--- config.mk ---
export PLATFORM = sky130hd
export DESIGN_NAME = ffa_used
export DESIGN_NICKNAME = d
export VERILOG_FILES = /design/src/rtl/ffa_used.sv
export SDC_FILE = /design/constraint.sdc
export NUM_CORES = 1
export LEC_CHECK = 0
export ABC_AREA = 1
export BUFFER_PORTS_ARGS = -buffer_cell sky130_fd_sc_hd__buf_2
export CORE_UTILIZATION = 40
export DETAILED_ROUTE_END_ITERATION = 7
export HOLD_SLACK_MARGIN = 0.02
export PLACE_DENSITY = 0.52
export SLEW_MARGIN = 20
export SYNTH_ARGS = -nofsm -noshare
export SYNTH_HDL_FRONTEND = slang
export SYNTH_SLANG_ARGS = --single-unit
--- constraint.sdc ---
create_clock -name clk -period 1.07 [get_ports clk]
set_input_delay 0.0535 -clock clk [delete_from_list [all_inputs] [get_ports clk]]
set_output_delay 0.0535 -clock clk [all_outputs]
set_load 0.01 [all_outputs]
--- src/rtl/ffa_used.sv ---
// Granted-region table: start/length memory plus per-entry valid flags.
`default_nettype none
module ffa_used #(
	parameter int AW    = 12,
	parameter int LW    = 13,
	parameter int IW    = 6,
	parameter int DEPTH = 64
) (
	input  wire              clk,
	input  wire              arst_n,
	input  wire [IW-1:0]     rd_addr,
	output logic [AW-1:0]    rd_start,
	output logic [LW-1:0]    rd_len,
	input  wire              wr_en,
	input  wire [IW-1:0]     wr_addr,
	input  wire [AW-1:0]     wr_start,
	input  wire [LW-1:0]     wr_len,
	input  wire              clr_en,
	input  wire [IW-1:0]     clr_addr,
	input  wire [IW-1:0]     vq_addr,
	output logic             vq_valid
);
	logic [AW-1:0]    mem_start [DEPTH];
	logic [LW-1:0]    mem_len   [DEPTH];
	logic [DEPTH-1:0] valid_q;

	always_ff @(posedge clk) begin
		if (wr_en) begin
			mem_start[wr_addr] <= wr_start;
			mem_len[wr_addr]   <= wr_len;
		end
		rd_start <= mem_start[rd_addr];
		rd_len   <= mem_len[rd_addr];
	end

	always_ff @(posedge clk or negedge arst_n) begin
		if (!arst_n) begin
			valid_q <= '0;
		end else begin
			if (wr_en)  valid_q[wr_addr]  <= 1'b1;
			if (clr_en) valid_q[clr_addr] <= 1'b0;
		end
	end

	assign vq_valid = valid_q[vq_addr];
endmodule
`default_nettype wire

==> impl_metrics.tcl, run 1 <==
set metrics [dict create \
    worstPathRequired_ns 1.02 \
    pwr_density_cell_nw_per_um2 1710 \
    core_area_sq_um 170000 \
    dpl.cell_count 8441 \
    setup_violations 51 \
    seqPwrFrac 0.498 \
    rsz0062_at_grt "yes" \
    rows 151 \
    crit_type "reg2out" \
    synth_top_family_by_area "simple AND/OR/NAND/NOR gates" \
    synth_fa_ha_area_frac 0 \
    first_pass_iters 5 \
    worstPathArrival_ns 1.93 \
    hp-class "in2reg" \
    grt_use_total 0.254 \
    cp-start-kind "flop" \
    yosys_warnings 0 \
    p_int_mw 113 \
    clock_skew_ns 0.0375 \
    route.top_layer_used "met5" \
    tns_ns -12.88 \
    start_util 0.405 \
    path_cells "nand2_1 > nand3_1 > nand3_1 > nand2_2 > nand2_1 > nand3_1 > nand3_1 > nand2_1 > buf_2" \
    max_stage_delay_ns 0.37 \
    r2r_start "mem_len[41][12]$_DFFE_PP_" \
    grt_pass1_wl_um 322000 \
    syn-num-nets 5901 \
    holdCritStartpoint "wr_addr[2]" \
    cts.clk_slew.worst_paths_ns 0.06 \
    synthMuxAreaShare 0 \
    hold_slack_ns -0.000671 \
    cts-htree-levels 4 \
    fin_crit_sh 1.85 \
    clkLatencyLatePin_ns 0.83 \
    cts_root_buf "clkbuf_16" \
    synthTopCellsByArea "edfxtp_1, nand2_1, nand3_1, dfrtp_1, buf_6" \
    synth_area_sq_um 68900 \
    ir_drop_mv 1.74 \
    die_area_sq_um 174000 \
    relSlewSlack 0.475 \
    fmax_mhz 505 \
    clockPowerShare 0.410 \
    setup_ws_ns -0.909 \
    routed-wl-met3_um 15400 \
    ys_ff_latch 1689 \
    worst_path_most_repeated_cell "nand3_1" \
    cp-startpoint "valid_q[11]$_DFF_PN0_" \
    vias 47712 \
    wl_per_cell_um 25.3 \
    leakage_nw 32.0 \
    grt_max_degree 65 \
    maxSlewViolCount 0 \
    drc_errors 0 \
    seqCellArea_sq_um 50200 \
    cp_max_fo 2 \
    fin_cells 8810 \
    via_per_inst 5.42 \
    antenna_found_initial 7 \
    die_x_um 417 \
    fillerInstances 14613 \
    syn_area_per_cell_sq_um 11.8 \
    multi_input_area_sq_um 19900 \
    cts.sinks 1689 \
    status "finished, violations left" \
    m1WireLength_um 96200 \
    synth-compound-area-share 0.00501 \
    met2_wirelength_um 103000 \
    tightest_slew_ns 0.785 \
    cts_tree "yes" \
    finalPower_mw 149 \
    routed_wl_um 223000 \
    grt_remaining_overflow 0 \
    final-hold-violation-count 1 \
    die_height_um 417 \
    clockBufferDepth 3 \
    numPortBuffers 78 \
    drt_iter0_markers 4973 \
    p_switching_mw 35.8 \
    ys_seq_area_frac 0.728 \
    drive_gt1_frac 0.253 \
    nets 6419 \
    ios 79 \
    crit_path_top_delay_cell "dfrtp_1" \
    min_period_ns 1.98 \
    place.gp.congestion 0.889 \
    synth-simple-area-share 0.228 \
    area_growth_syn_to_layout_pct 26.5 \
    p_comb_frac 0.092 \
    postRouteAntennaNets 0 \
    yosys.area.top_type "edfxtp_1" \
    crit_path_end_kind "output port" \
    violations "negative hold slack, negative setup slack" \
    netlist-cell-type-count 24 \
    maxCapViolations 0 \
    syn-instance-count 5848 \
    r2r_slack_ns -0.23 \
    switching_share 0.241 \
    first_global_vias 45760 \
    dp_hpwl_um 134000 \
    yosys.area_share.xor_xnor 0 \
    final_core_util 0.512 \
    synth.top_cell.area_share 0.698 \
    cts_buffers 178 \
]
## cells in the final DEF, fill, tap and decap left out, types with 3 or more instances in the layout
master	count
nand2_1	1845
edfxtp_1	1600
a41oi_1	5
nand3_2	266
nand2_4	62
clkinv_16	3
nor2_1	64
nand2_2	202
nand3_4	78
dfrtp_1	64
a21oi_1	56
bufinv_16	13
inv_2	15
dfxtp_4	17
dlygate4sd3_1	58
nor2_4	71
clkinv_2	37
clkbuf_8	6
buf_2	47
nor3_4	3
inv_8	4
dfxtp_2	7
buf_4	351
clkinv_1	39
clkinvlp_4	4
inv_4	6
clkbuf_1	35
nor3_1	13
inv_6	8
nand3_1	1061
buf_6	27
clkbuf_16	182
buf_12	211
inv_1	22
nor4_4	4
nor3_2	8
buf_8	4
## per-layer routing
metal	GRT usage	vias to the layer above
li1	-	21630
met1	0.364	23938
met2	0.398	1831
met3	0.0308	311
met4	0.0960	2
met5	0	-
## area by class of cell
cell class                 count  area share
inverter                      54     0.00398
antenna                        1   0.0000287
clock buffer                 223      0.0547
clock inverter               105      0.0105
multi-input combinational   3744       0.229
timing repair buffer         699      0.0924
tap                         2295      0.0330
sequential                  1689       0.576
## stage by stage
| step | worst slack (ns) | instance area, sq um |
|---|---|---|
| 3_5_place_dp | -1.01 | 77500 |
| 2_1_floorplan | -0.295 | 69600 |
| 3_3_place_gp | -1.01 | 77500 |
| 5_1_grt | -1.02 | 87100 |
| 6_report | -0.909 | 87100 |
| 4_1_cts | -0.977 | 85600 |
## critical path: cells and delay by family (launching register included)
family / cells / cell delay (ns)
buffers and inverters: 1 / 0.13
flip-flops: 1 / 0.37
AND/OR/NAND/NOR: 8 / 0.59
## power groups by stage
stage | Sequential, mW | Clock, mW | Combinational [mW]
final | 74.0 | 60.9 | 13.7
after CTS | 73.9 | 61.7 | 13.2
after detailed placement | 75.2 | 0 | 12.2
after global routing | 74.0 | 64.1 | 14.7
after global placement | 75.2 | 0 | 12.1
after floorplan | 75.1 | 0 | 5.73
## final timing paths
kind | end | cells after the start
max | vq_valid | 9
min | valid_q[57]$_DFF_PN0_ | 8
max reg2reg | rd_len[12]$_DFF_P_ | 9
min reg2reg | valid_q[52]$_DFF_PN0_ | 2
max in group asynchronous | valid_q[20]$_DFF_PN0_ | 4
min in group asynchronous | valid_q[60]$_DFF_PN0_ | 3
## cells by family after synthesis
kind of cell,after synthesis
AND/OR/NAND/NOR,3680
flip-flops,1689
buffers and inverters,415
AO/OA/AOI/OAI,64
## registers in the layout (all words and copies together), names as in the netlist
register	count
valid_q	64
rd_len	13
mem_len	832
rd_start	12
mem_start	768
## what timing repair did
item | CTS | global route
gates resized for setup | 512 | 332
pin swaps | 294 | 301
hold buffers | 47 | 12
endpoints found under the setup margin | 51 | 59
setup buffers | 0 | 15
endpoints found under the hold margin | 1755 | 22
## synthesized netlist by cell type
cell type     n
nand3_1    1405
dfrtp_1      64
inv_1        51
a41oi_1       6
buf_4        42
nor4_2        2
nor2_1      135
nand2_1    2110
buf_8         3
clkinv_1      1
inv_12        1
edfxtp_1   1600
clkbuf_1     44
nor4_4        4
dfxtp_1      25
nor3_1       23
a21oi_1      56
buf_6        93
buf_1         9
inv_2         1
o22ai_1       2
buf_2       169
buf_12        1
nor3_2        1
No activity file was read; power rests on OpenSTA's default activity.
==> run 2: changes to the inputs <==
Settings changed: MAX_ROUTING_LAYER set to met4.
==> impl_metrics.tcl, run 2 (same netlist as run 1, synthesis figures left out) <==
set metrics [dict create \
    rsz0062_at_grt "yes" \
    fin_crit_sh 1.85 \
    worstPathRequired_ns 1.02 \
    final-hold-violation-count 0 \
    tightest_slew_ns 0.931 \
    crit_type "reg2out" \
    leakage_nw 32.0 \
    die_area_sq_um 174000 \
    start_util 0.405 \
    rows 151 \
    ios 79 \
    stdcell_area_sq_um 87000 \
    drt_iter0_markers 5291 \
    ir_drop_mv 1.74 \
    grt.busiest_layer "met2" \
    dp_hpwl_um 134000 \
    routed_wl_um 223000 \
    first_pass_iters 5 \
    grt_remaining_overflow 0 \
    fillerInstances 14625 \
    vias 47696 \
    final_cell_mix "nand2_1, edfxtp_1, nand3_1" \
    antenna_found_initial 7 \
    cts-htree-levels 4 \
    grt_pass1_wl_um 322000 \
    reg_top3 "mem_len: 832 flops, mem_start: 768 flops, valid_q: 64 flops" \
    cts_buffers 178 \
    cts_root_buf "clkbuf_16" \
    status "finished, violations left" \
    wl_per_cell_um 25.3 \
    maxSlewViolCount 0 \
    hp-class "in2reg" \
    cts.clk_slew.worst_paths_ns 0.06 \
    numPortBuffers 78 \
    worst_path_most_repeated_cell "nand3_1" \
    setup_violations 51 \
    postRouteAntennaNets 0 \
    hold_slack_ns 0.00834 \
    seqCellArea_sq_um 50200 \
    drc_errors 0 \
    setup_ws_ns -0.914 \
    violations "negative setup slack" \
    multi_input_area_sq_um 19800 \
    grt_use_total 0.262 \
    final_common_cell "nand2_1" \
    worstPathArrival_ns 1.93 \
    drive_gt1_frac 0.251 \
    maxCapViolations 0 \
    crit_path_end_kind "output port" \
    nets 6419 \
    met2_usage 0.397 \
    path_buf_inv 1 \
    grt.met3_usage 0.0290 \
    die_height_um 417 \
    via_per_inst 5.41 \
    place.gp.congestion 0.904 \
    finalPower_mw 149 \
    min_period_ns 1.98 \
    clock_skew_ns 0.0337 \
    first_global_vias 45672 \
    regMostFlops "mem_len" \
    fmax_mhz 504 \
    grt_max_degree 65 \
    die_x_um 417 \
    placed_cell_area_sq_um 77500 \
    max_stage_delay_ns 0.37 \
    cp_max_fo 2 \
    core_area_sq_um 170000 \
    cts_tree "yes" \
    largest_reg_flops 832 \
    pwr_density_cell_nw_per_um2 1710 \
    path_cells "nand2_1 > nand3_1 > nand3_1 > nand2_2 > nand2_1 > nand3_1 > nand3_1 > nand2_1 > buf_2" \
    final_core_util 0.511 \
    area_growth_syn_to_layout_pct 26.4 \
    cts.sinks 1689 \
    cp_top_family "simple AND/OR/NAND/NOR gates" \
    grtUsageMet1 0.366 \
    cp-start-kind "flop" \
    clkLatencyLatePin_ns 0.83 \
    relSlewSlack 0.377 \
    crit_path_top_delay_cell "dfrtp_1" \
    clockBufferDepth 3 \
]
==> run 2: cell count changes in the layout (fill, tap and decap cells not counted), sizes merged <==
| cell | delta |
|---|---|
| diode | +3 |
==> run 2: path summary, 6_finish.rpt <==
path,startpoint,end,slack (ns),depth (start not counted)
worst min-delay path,wr_addr[2],valid_q[58]$_DFF_PN0_,0.008,8
min in group asynchronous,arst_n,valid_q[60]$_DFF_PN0_,0.27,3
max in group asynchronous,arst_n,valid_q[20]$_DFF_PN0_,0.23,4
worst max register to register,mem_len[41][12]$_DFFE_PP_,rd_len[12]$_DFF_P_,-0.23,9
worst max-delay path,valid_q[11]$_DFF_PN0_,vq_valid,-0.91,9
worst min register to register,valid_q[52]$_DFF_PN0_,valid_q[52]$_DFF_PN0_,0.50,2
==> run 2: area by class of cell <==
| cell class | instances | area share |
|---|---|---|
| sequential | 1689 | 0.577 |
| multi-input combinational | 3744 | 0.228 |
| timing repair buffer | 699 | 0.0925 |
| clock buffer | 223 | 0.0548 |
| tap | 2295 | 0.0330 |
| clock inverter | 105 | 0.0106 |
| inverter | 54 | 0.00398 |
| antenna | 4 | 0.000115 |
==> run 2: per-layer routing <==
layer  routed length [um]  vias to the layer above
met4                 8450                        0
met3                15000                      323
met5                    0                        -
li1                     -                    21624
met1                96300                    23940
met2               103000                     1809
==> run 2: timing repair <==
action	in CTS	in global routing
endpoints found under the hold margin	1755	22
pin swaps	294	285
gates resized for setup	512	311
hold buffers	47	12
setup endpoints to repair	51	59
buffers inserted	0	15
==> run 2: power breakdown <==
part / internal, mW / leakage [nW] / switching [mW]
Combinational: 4.75 / 13.7 / 8.93
Clock: 34.7 / 2.80 / 26.1
Sequential: 73.4 / 15.4 / 0.643
==> run 2: worst register-to-register path, delay by kind of cell, from the launching register on <==
kind,cells,cell delay (ns)
buffers and inverters,1,0.14
and+or+nand+nor,8,0.69
DFF,1,0.36
==> run 2: per-stage QoR <==
stage / setup TNS (ns) / setup slack [ns] / cells
2_1_floorplan: -438.84 / -0.295 / 5848
3_3_place_gp: -828.48 / -1.01 / 8441
6_report: -13.37 / -0.914 / 8813
5_1_grt: -14.60 / -1.02 / 8809
3_5_place_dp: -866.02 / -1.01 / 8441
4_1_cts: -14.82 / -0.977 / 8797
